### src/hw/rtl/hbd_pkg.sv
// ----------------------------------------------------------------------------
// hbd_pkg
// Shared types, codes and constants of the handheld bus decoder.
// ----------------------------------------------------------------------------
`default_nettype none
package hbd_pkg;

    localparam int SPRITE_BYTES_DEF = 160;
    localparam int BANK_BITS_DEF    = 9;
    localparam int QUEUE_DEPTH      = 2;

    typedef enum logic [2:0] {
        MODE_CPU_READ  = 3'd0,
        MODE_CPU_WRITE = 3'd1,
        MODE_PPU_READ  = 3'd2,
        MODE_DMA_STEP  = 3'd3,
        MODE_MAP_PAGE  = 3'd4,
        MODE_IRQ       = 3'd5,
        MODE_NOP6      = 3'd6,
        MODE_NOP7      = 3'd7
    } t_mode;

    // Region of the bus that an access falls in.
    typedef enum logic [3:0] {
        REG_ROM, REG_VRAM, REG_UNMAPPED, REG_WRAM, REG_OAM,
        REG_IO, REG_HRAM, REG_IE
    } t_region;

    localparam logic [1:0] CART_NONE  = 2'd0;
    localparam logic [1:0] CART_READ  = 2'd1;
    localparam logic [1:0] CART_WRITE = 2'd2;

    localparam logic [6:0] IO_DIV  = 7'h04;
    localparam logic [6:0] IO_IF   = 7'h0F;
    localparam logic [6:0] IO_STAT = 7'h41;
    localparam logic [6:0] IO_LY   = 7'h44;
    localparam logic [6:0] IO_DMA  = 7'h46;
    localparam logic [6:0] IO_BGP  = 7'h47;
    localparam logic [6:0] IO_OBP1 = 7'h49;

    // Classified item handed from front to back.
    typedef struct packed {
        t_mode        mode;
        t_region      region;
        logic [15:0]  address;
        logic [7:0]   write_data;
        logic [1:0]   video_mode;
        logic [7:0]   cart_data;
        logic [2:0]   page_index;
        logic [8:0]   bank_number;
        logic [2:0]   irq_kind;
        logic         high_space;
    } t_item;

    function automatic t_region region_of(input logic [15:0] a);
        t_region r;
        if (a < 16'h8000)      r = REG_ROM;
        else if (a < 16'hA000) r = REG_VRAM;
        else if (a < 16'hC000) r = REG_UNMAPPED;
        else if (a < 16'hFE00) r = REG_WRAM;
        else if (a < 16'hFEA0) r = REG_OAM;
        else if (a < 16'hFF00) r = REG_UNMAPPED;
        else if (a < 16'hFF80) r = REG_IO;
        else if (a < 16'hFFFF) r = REG_HRAM;
        else                   r = REG_IE;
        return r;
    endfunction

    // Power-on value of an IO register.
    function automatic logic [7:0] io_init(input logic [6:0] r);
        logic [7:0] v;
        case (r)
            7'h10: v = 8'h80;
            7'h11: v = 8'hBF;
            7'h12: v = 8'hF3;
            7'h14: v = 8'hBF;
            7'h16: v = 8'h3F;
            7'h19: v = 8'hBF;
            7'h1A: v = 8'h7F;
            7'h1B: v = 8'hFF;
            7'h1C: v = 8'h9F;
            7'h1E: v = 8'hBF;
            7'h20: v = 8'hFF;
            7'h23: v = 8'hBF;
            7'h24: v = 8'h77;
            7'h25: v = 8'hF3;
            7'h26: v = 8'hF1;
            7'h40: v = 8'h91;
            7'h47: v = 8'hFC;
            7'h48: v = 8'hFF;
            7'h49: v = 8'hFF;
            default: v = 8'h00;
        endcase
        return v;
    endfunction

endpackage
`default_nettype wire

### src/hw/rtl/hbd_front.sv
// ----------------------------------------------------------------------------
// hbd_front
// Accepts bus items, classifies the address and queues them for the back end.
// ----------------------------------------------------------------------------
`default_nettype none
module hbd_front (
    input  wire logic          i_clk,
    input  wire logic          i_rst_n,
    input  wire logic          i_valid,
    output logic               o_ready,
    input  wire logic [2:0]    i_mode,
    input  wire logic [15:0]   i_address,
    input  wire logic [7:0]    i_write_data,
    input  wire logic [1:0]    i_video_mode,
    input  wire logic [7:0]    i_cart_data,
    input  wire logic [2:0]    i_page_index,
    input  wire logic [8:0]    i_bank_number,
    input  wire logic [2:0]    i_irq_kind,
    output logic               o_item_valid,
    output hbd_pkg::t_item     o_item,
    input  wire logic          i_item_take
);
    hbd_pkg::t_item r_q [hbd_pkg::QUEUE_DEPTH];
    logic           r_wp, r_rp;
    logic [1:0]     r_cnt, n_cnt;
    hbd_pkg::t_item w_item;
    logic           w_push, w_pop;

    // Classification of the incoming transaction.
    always_comb begin
        w_item.mode        = hbd_pkg::t_mode'(i_mode);
        w_item.region      = hbd_pkg::region_of(i_address);
        w_item.address     = i_address;
        w_item.write_data  = i_write_data;
        w_item.video_mode  = i_video_mode;
        w_item.cart_data   = i_cart_data;
        w_item.page_index  = i_page_index;
        w_item.bank_number = i_bank_number;
        w_item.irq_kind    = i_irq_kind;
        w_item.high_space  = (i_address >= 16'hFF80);
    end

    assign o_ready      = (r_cnt != 2'(hbd_pkg::QUEUE_DEPTH));
    assign w_push       = i_valid && o_ready;
    assign o_item_valid = (r_cnt != 2'd0);
    assign w_pop        = o_item_valid && i_item_take;
    assign o_item       = r_q[r_rp];
    assign n_cnt        = r_cnt + 2'(w_push) - 2'(w_pop);

    // Two-entry queue between front and back.
    always_ff @(posedge i_clk) begin
        if (w_push) r_q[r_wp] <= w_item;
        if (!i_rst_n) begin
            r_wp <= 1'b0; r_rp <= 1'b0; r_cnt <= 2'd0;
        end else begin
            if (w_push) r_wp <= ~r_wp;
            if (w_pop)  r_rp <= ~r_rp;
            r_cnt <= n_cnt;
        end
    end
endmodule
`default_nettype wire

### config.mk
export PLATFORM = sky130hd
export DESIGN_NAME = hbd_front
export DESIGN_NICKNAME = d
export VERILOG_FILES = /design/src/hw/rtl/hbd_pkg.sv /design/src/hw/rtl/hbd_front.sv
export SDC_FILE = /design/constraint.sdc
export NUM_CORES = 1
export LEC_CHECK = 0
export BUFFER_PORTS_ARGS = -buffer_cell sky130_fd_sc_hd__buf_2
export CAP_MARGIN = 25
export CORE_UTILIZATION = 35
export DETAILED_ROUTE_END_ITERATION = 8
export GPL_ROUTABILITY_DRIVEN = 0
export PLACE_DENSITY = 0.64
export SYNTH_ARGS = -nofsm -noshare
export SYNTH_HDL_FRONTEND = slang
export SYNTH_SLANG_ARGS = --single-unit
### constraint.sdc
create_clock -name i_clk -period 4 [get_ports i_clk]
set_clock_uncertainty 0.2 [all_clocks]
set_input_delay 1.2 -clock i_clk [delete_from_list [all_inputs] [get_ports i_clk]]
set_output_delay 1.2 -clock i_clk [all_outputs]
set_load 0.02 [all_outputs]
==> metrics.md, run 1 <==
| Metric | Value |
|---|---|
| Average size of a mapped cell | 20.8 µm² |
| WL/cell | around 14 µm |
| Initial core utilization | 0.360 |
| Hold EP | r_cnt[1] |
| HP Start | r_cnt[1] |
| Sw Share | 0.282 |
| Commonest non-fill, non-tap cell in the layout | buf_2 |
| P&R area growth vs syn | 29.7% |
| Residual DRC count | 0 |
| Hold Buf Count CTS | 0 |
| Num ports | 115 |
| Die X | around 120 µm |
| Seq pwr share | 0.393 |
| Instance area at placement | 5320 µm² |
| Worst hold path type | flip-flop to flip-flop |
| CP Class | flip-flop to output pin |
| PwrDens | 720 nW/µm² |
| Cells after DPL | 500 |
| Hold Fails Final Rpt | 0 |
| Mapped Cells | about 220 |
| First-pass iteration count of the detailed router | 4 |
| H-tree depth | 4 |
| Reg-to-Reg End | r_q[1][1] |
| GRT Util Overall | 0.124 |
| Post-route cell area | 5900 µm² |
| WP data required | approximately 2600 ps |
| Syn nets | roughly 280 |
| Ant diodes | 0 |
| Final cell count without fillers | 532 |
| Post-CTS Setup Bufs | 0 |
| Fmax achieved | 304 MHz |
| Worst-skew pair later-pin latency | 400 ps |
| Seq/Total Area, Yosys | 0.762 |
| Final Max Slew Viols | 0 |
| Max FO, Critical Path | 30 |
| Peak supply drop | about 410 µV |
| Pleak | ~2.3 nW |
| Starting DRT DRC Count | between 90 and 100 |
| Psw | 0.00120 W |
| Ratio of cells with drive above 1 in the final layout | 0.564 |
| Via Count | 2331 |
| Synth top area cells | edfxtp_1 74%, mux2_4 13%, mux2_2 4.0% |
| DIE AREA | 13500 µm² |
| Max-slew headroom | 0.515 |
| CTS tree | built |
| Synth top area share | 0.740 |
| Internal power | slightly above 0.003 W |
| Standard-cell rows | 41 |
| Post-synthesis register bit count | 117 |
| Worst Reg-to-Reg Cells | 3 |
| R2r setup slk | 1930 ps |
| Netlist cell types | 30 |
| Hold Path Depth | 2 |
| Post-synth top area cell | edfxtp_1 |
| Total gr overflow | 0 |
| RSZ-0062 raised after global routing | false |
| Dpl hpwl | 4960 µm |
| Status | completed |
| Clk sinks | 117 |
| Core area | 12600 µm² |
| Combinational power share | 0.265 |
| Startpoint Class | flip-flop |
| CP Capture Type | output pin |
| WP data arrival | 1890 ps |
| Vias in the first global route | 2374 |
| Max cap viols | 0 |
| Worst r2r src | r_cnt[0] |
| Clk root buf | clkbuf_16 |
| Most frequent cells in the layout | 113 x buf_2, 112 x edfxtp_1, 40 x mux2_4 |
| Final min period | approximately 3300 ps |
| Vias per Instance | 4.38 |
| NumNets Final | 405 |
| Largest net degree at the start of global routing | 31 |
| CTS Buf Count | 17 |
| Clock transition at path regs | 50 ps |
| First-pass GRT wire length | roughly 12000 µm |
| Slew @ Worst Pin | between 700 and 800 ps |
| Clk pwr share | 0.342 |
| Final ANT Viol Nets | 0 |
| Die Height | ~120 µm |
| Antenna violations before repair | 0 |
| Setup violators final | 0 |
| PortBufs | 113 |
| Syn Std Cell Area | 4550 µm² |
| Final period utilization | 0.824 |
| Longest Clk Path Bufs | 2 |
| Fin Setup TNS | 0 ps |
| Post_cts resized | 0 |
| WL final | 7680 µm |
| YS warnings | 0 |
==> worst max-delay path by stage <==
stage,slack (ps),to,depth (start not counted)
detailed placement,1090,o_item[55],3
CTS,640,o_item[55],3
global route,590,o_item[55],3
finish,710,o_item[55],3
global placement,1090,o_item[55],3
floorplan,810,r_q[1][0],1
==> cells in the mapped netlist <==
master	n
o31ai_1	1
and3_1	1
buf_4	1
mux2_4	40
a21oi_1	2
inv_1	5
a21bo_2	1
nand2_1	3
or2_0	1
nand3b_1	1
nor3_1	1
conb_1	1
o21ai_0	2
mux2_2	16
a31oi_1	1
xor2_1	1
buf_2	1
buf_6	5
and2_1	2
ha_1	2
nor2_1	5
edfxtp_1	112
o21a_1	1
nand2b_1	1
dfxtp_1	5
and4_1	1
nand4_1	3
xnor2_1	1
or2_2	1
o311a_1	1
==> critical path, cell delays in order, from the launching register on <==
cell	delay, ps
dfxtp_4	670
buf_12	300
mux2_2	360
buf_2	150
==> per-stage QoR <==
stage / power, W / setup slack [ps] / utilization / hold slack [ps]
floorplan: 0.00251 / 806 / - / 281
global placement: 0.00282 / 1090 / 0.422 / 298
detailed placement: 0.00284 / 1090 / 0.422 / 321
CTS: 0.00431 / 641 / 0.467 / 329
global route: 0.00444 / 588 / 0.467 / 354
finish: 0.00424 / 705 / 0.467 / 328
==> registers in the layout, indices dropped and copies added (netlist names), named ones only <==
| register | cells |
|---|---|
| r_cnt | 2 |
| r_rp | 1 |
| r_q | 112 |
| r_wp | 1 |
==> logic make-up (layout without fill, tap and decap cells) <==
logic type | Yosys count | count (layout) | share of synthesized area
adder cells (fa/ha/maj) | 2 | 2 | 0.00550
XOR/XNOR | 2 | 2 | 0.00385
AND/OR/NAND/NOR | 20 | 20 | 0.0237
AO/OA/AOI/OAI | 9 | 9 | 0.0135
multiplexers | 56 | 56 | 0.172
buffers and inverters | 12 | 153 | 0.0193
other | 1 | 1 | 0.000825
flip-flops | 117 | 117 | 0.762
==> per-layer routing <==
metal	wire, µm	global-route usage
met1	3100	0.127
met2	3950	0.212
met3	510	0.0649
met4	116	0.0513
met5	0	0
==> power groups by stage <==
stage | clock, W | combinational, W | sequential, W
global route | 0.00154 | 0.00121 | 0.00169
floorplan | 0 | 0.000880 | 0.00163
CTS | 0.00149 | 0.00115 | 0.00167
global placement | 0 | 0.00114 | 0.00169
detailed placement | 0 | 0.00115 | 0.00170
finish | 0.00145 | 0.00112 | 0.00167
==> cell type report <==
| cell class | instances | area (µm²) |
|---|---|---|
| multi-input combinational | 90 | 997 |
| timing repair buffer | 116 | 626 |
| fill | 1117 | 6720 |
| inverter | 5 | 18.8 |
| clock buffer | 19 | 433 |
| tap | 172 | 215 |
| clock inverter | 13 | 139 |
| sequential | 117 | 3470 |
(Power assumes the default switching activity.)
==> run 2: changes to the inputs <==
Settings changed: ABC_AREA set to 1, PLACE_DENSITY 0.64 to 0.66.
Clock period 4 ns to 2.7 ns, I/O delays scaled along.
==> run 2 against run 1 <==
  * Setup slack got worse by 620 ps
  * Global-route usage decreased by 0.30 points
  * Via count increased by 3.8%
  * Synthesized cell count increased by 8.2%
  * Design area increased by 2.4%
  * Worst hold slack got worse by 68 ps
  * Final cell count increased by 5.1%
  * Combinational power increased by 39%
  * First-iteration DRC count decreased by 21%
  * Non-clock buffer count increased by 9
  * Critical path depth unchanged
  * Power increased by 49%
  * Critical path type unchanged
  * Critical endpoint is now o_item[54]
==> metrics.md, run 2 <==
| Metric | Value |
|---|---|
| Status | completed (unchanged) |
| Setup violators final | 0 (unchanged) |
| Hold Buf Count CTS | 0 (unchanged) |
| NumNets Final | 432 (was 405) |
| Max cap viols | 0 (unchanged) |
| Top_reg_cell synth | edfxtp_1 (unchanged) |
| CTS tree | built (unchanged) |
| Commonest non-fill, non-tap cell in the layout | buf_2 (unchanged) |
| Longest Clk Path Bufs | 2 (unchanged) |
| Post-synth top area cell | edfxtp_1 (unchanged) |
| Core area | 12700 µm² (was 12600 µm²) |
| Tot Pwr | 0.00630 W (was 0.00424 W) |
| WL/cell | 14.1 µm (was 14.4 µm) |
| Synth top area share | 0.736 (was 0.740) |
| Worst hold path type | flip-flop to flip-flop (unchanged) |
| Final Max Slew Viols | 0 (unchanged) |
| Total gr overflow | 0 (unchanged) |
| Final period utilization | 0.969 |
| RSZ-0062 raised after global routing | false (unchanged) |
| Worst-skew pair later-pin latency | 400 ps (about the same) |
| Fill count | 1117 (unchanged) |
| First-pass GRT wire length | 11500 µm (was 11800 µm) |
| Final min period | between 2000 and 3000 ps |
| Ys async rst share | 0 (unchanged) |
| Antenna violations before repair | 0 (unchanged) |
| Top reg by flops | r_q (unchanged) |
| Final ANT Viol Nets | 0 (unchanged) |
| Startpoint Class | flip-flop (unchanged) |
| Clock transition at path regs | 50 ps (about the same) |
| YS warnings | 0 (unchanged) |
| Hold Fails Final Rpt | 0 (unchanged) |
| CP Class | flip-flop to output pin (unchanged) |
| WP data required | 1690 ps (was 2600 ps) |
| Clk sinks | 117 (unchanged) |
| Fmax achieved | 382 MHz |
| Peak supply drop | 489 µV (was 414 µV) |
| PwrDens | 1040 nW/µm² (was 720 nW/µm²) |
| Final cell count without fillers | 559 (was 532) |
| Cells after DPL | 522 (was 500) |
| Post-synthesis register bit count | 117 (unchanged) |
| PortBufs | 113 (unchanged) |
| CTS Buf Count | 17 (unchanged) |
| WP data arrival | 1610 ps (was 1890 ps) |
| Post-synth EDFFs | 112 (unchanged) |
| WL final | 7880 µm (was 7680 µm) |
| Critical-path top delay cell | dfxtp_4 (unchanged) |
| R2r setup slk | 820 ps (was 1930 ps) |
| H-tree depth | 4 (unchanged) |
| DIE AREA | 13500 µm² (about the same) |
| Dpl hpwl | 5230 µm (was 4960 µm) |
| Mapped Cells | 237 (was 219) |
| Post_cts resized | 0 (unchanged) |
| Max reg flops | 112 (unchanged) |
| Ratio of cells with drive above 1 in the final layout | 0.543 (was 0.564) |
| Syn nets | 295 (was 277) |
| CP max stage delay | 450 ps (was 670 ps) |
| Pleak | 2.42 nW (was 2.31 nW) |
| Crit path buf inv count | 2 (unchanged) |
| Vias per Instance | 4.33 (was 4.38) |
| WHS | 260 ps (was 328 ps) |
| Post-route cell area | 6040 µm² (was 5900 µm²) |
| Biggest regs | r_q (112), r_cnt (2) (unchanged) |
| Die X | 116 µm (about the same) |
| P&R area growth vs syn | 32.1% (was 29.7%) |
| Die Height | 116 µm (about the same) |
| Delay-heaviest family, CP | flip-flops (unchanged) |
| Clk root buf | clkbuf_16 (unchanged) |
| CP Capture Type | output pin (unchanged) |
| Vias in the first global route | 2422 (was 2374) |
| Starting DRT DRC Count | 75 (was 95) |
| Max FO, Critical Path | 23 (was 30) |
| Standard-cell rows | 41 (unchanged) |
| GRT Util Overall | 0.121 (was 0.124) |
| Netlist cell types | 19 (was 30) |
| Initial core utilization | 0.361 (was 0.360) |
| Critical Path, Cell by Cell | buf_12, mux2_2, buf_2 (unchanged) |
| Count leader, synth | edfxtp_1 (unchanged) |
| Most frequent cells in the layout | 113 x buf_2, 112 x edfxtp_1, 40 x mux2_4 (unchanged) |
| Residual DRC count | 0 (unchanged) |
| Synth cell count leaders | 112 x edfxtp_1, 40 x mux2_4, 18 x nand2_1 (was 112 x edfxtp_1, 40 x mux2_4, 16 x mux2_2) |
| Instance area at placement | 5380 µm² (was 5320 µm²) |
| Average size of a mapped cell | 19.3 µm² (was 20.8 µm²) |
| First-pass iteration count of the detailed router | 4 (unchanged) |
| Num ports | 115 (unchanged) |
| Ant diodes | 0 (unchanged) |
| Syn Std Cell Area | 4570 µm² (was 4550 µm²) |
| Synth top area cells | edfxtp_1 74%, mux2_4 13%, mux2_2 3.9% (was edfxtp_1 74%, mux2_4 13%, mux2_2 4.0%) |
| Via Count | 2420 (was 2331) |
| Seq/Total Area, Yosys | 0.758 (was 0.762) |
| Largest net degree at the start of global routing | 30 (was 31) |
[run 2: layout make-up]
class,instances,area [µm²],share of cell area
Clock inverter,12,184,0.0305
Inverter,12,45.0,0.00746
Sequential cell,117,3470,0.574
Multi-Input combinational cell,101,1010,0.167
Tap cell,172,215,0.0356
Clock buffer,20,437,0.0723
Timing Repair Buffer,125,681,0.113
[run 2: cell families after synthesis]
group | Yosys count | share of synthesized area
buffers and inverters | 19 | 0.0249
adder cells (fa/ha/maj) | 2 | 0.00547
AO/OA/AOI/OAI | 10 | 0.0115
AND/OR/NAND/NOR | 31 | 0.0271
multiplexers | 56 | 0.171
other | 1 | 0.000820
XOR/XNOR | 1 | 0.00192
flip-flops | 117 | 0.758
[run 2: stage by stage]
step           setup WS [ps]  utilization  TNS [ps]
6_report                83.5        0.477         0
5_1_grt                 14.4        0.477         0
4_1_cts                -7.94        0.474     -7.94
3_5_place_dp             413        0.425         0
2_1_floorplan           -325            -    -36360
3_3_place_gp             451        0.425         0
[run 2: path summary, 6_finish.rpt]
check                           startpoint    endpoint  cells after the start
worst max register to register    r_cnt[0]    r_cnt[1]                      9
worst min register to register        r_rp        r_rp                      1
worst min-delay path                  r_rp        r_rp                      1
worst max-delay path             flip-flop  o_item[54]                      3
[run 2: report_power, final]
group          leakage, nW  switching, W  internal (W)
clock                0.300      0.000719       0.00162
combinational         1.03      0.000867      0.000692
sequential            1.09     0.0000904       0.00232
total                 2.42       0.00168       0.00463
[run 2: what timing repair did]
item / in CTS / in global routing
endpoints found under the setup margin: 1 / 16
buffers inserted: 0 / 5
endpoints found under the hold margin: 0 / 0
[run 2: metal layers]
layer  track usage  up-vias  part of all wire
met5             0        -                 0
met1         0.125     1160              0.41
li1              -     1173                 -
met4        0.0692        0             0.015
met3        0.0545       12             0.057
met2         0.204       75              0.51
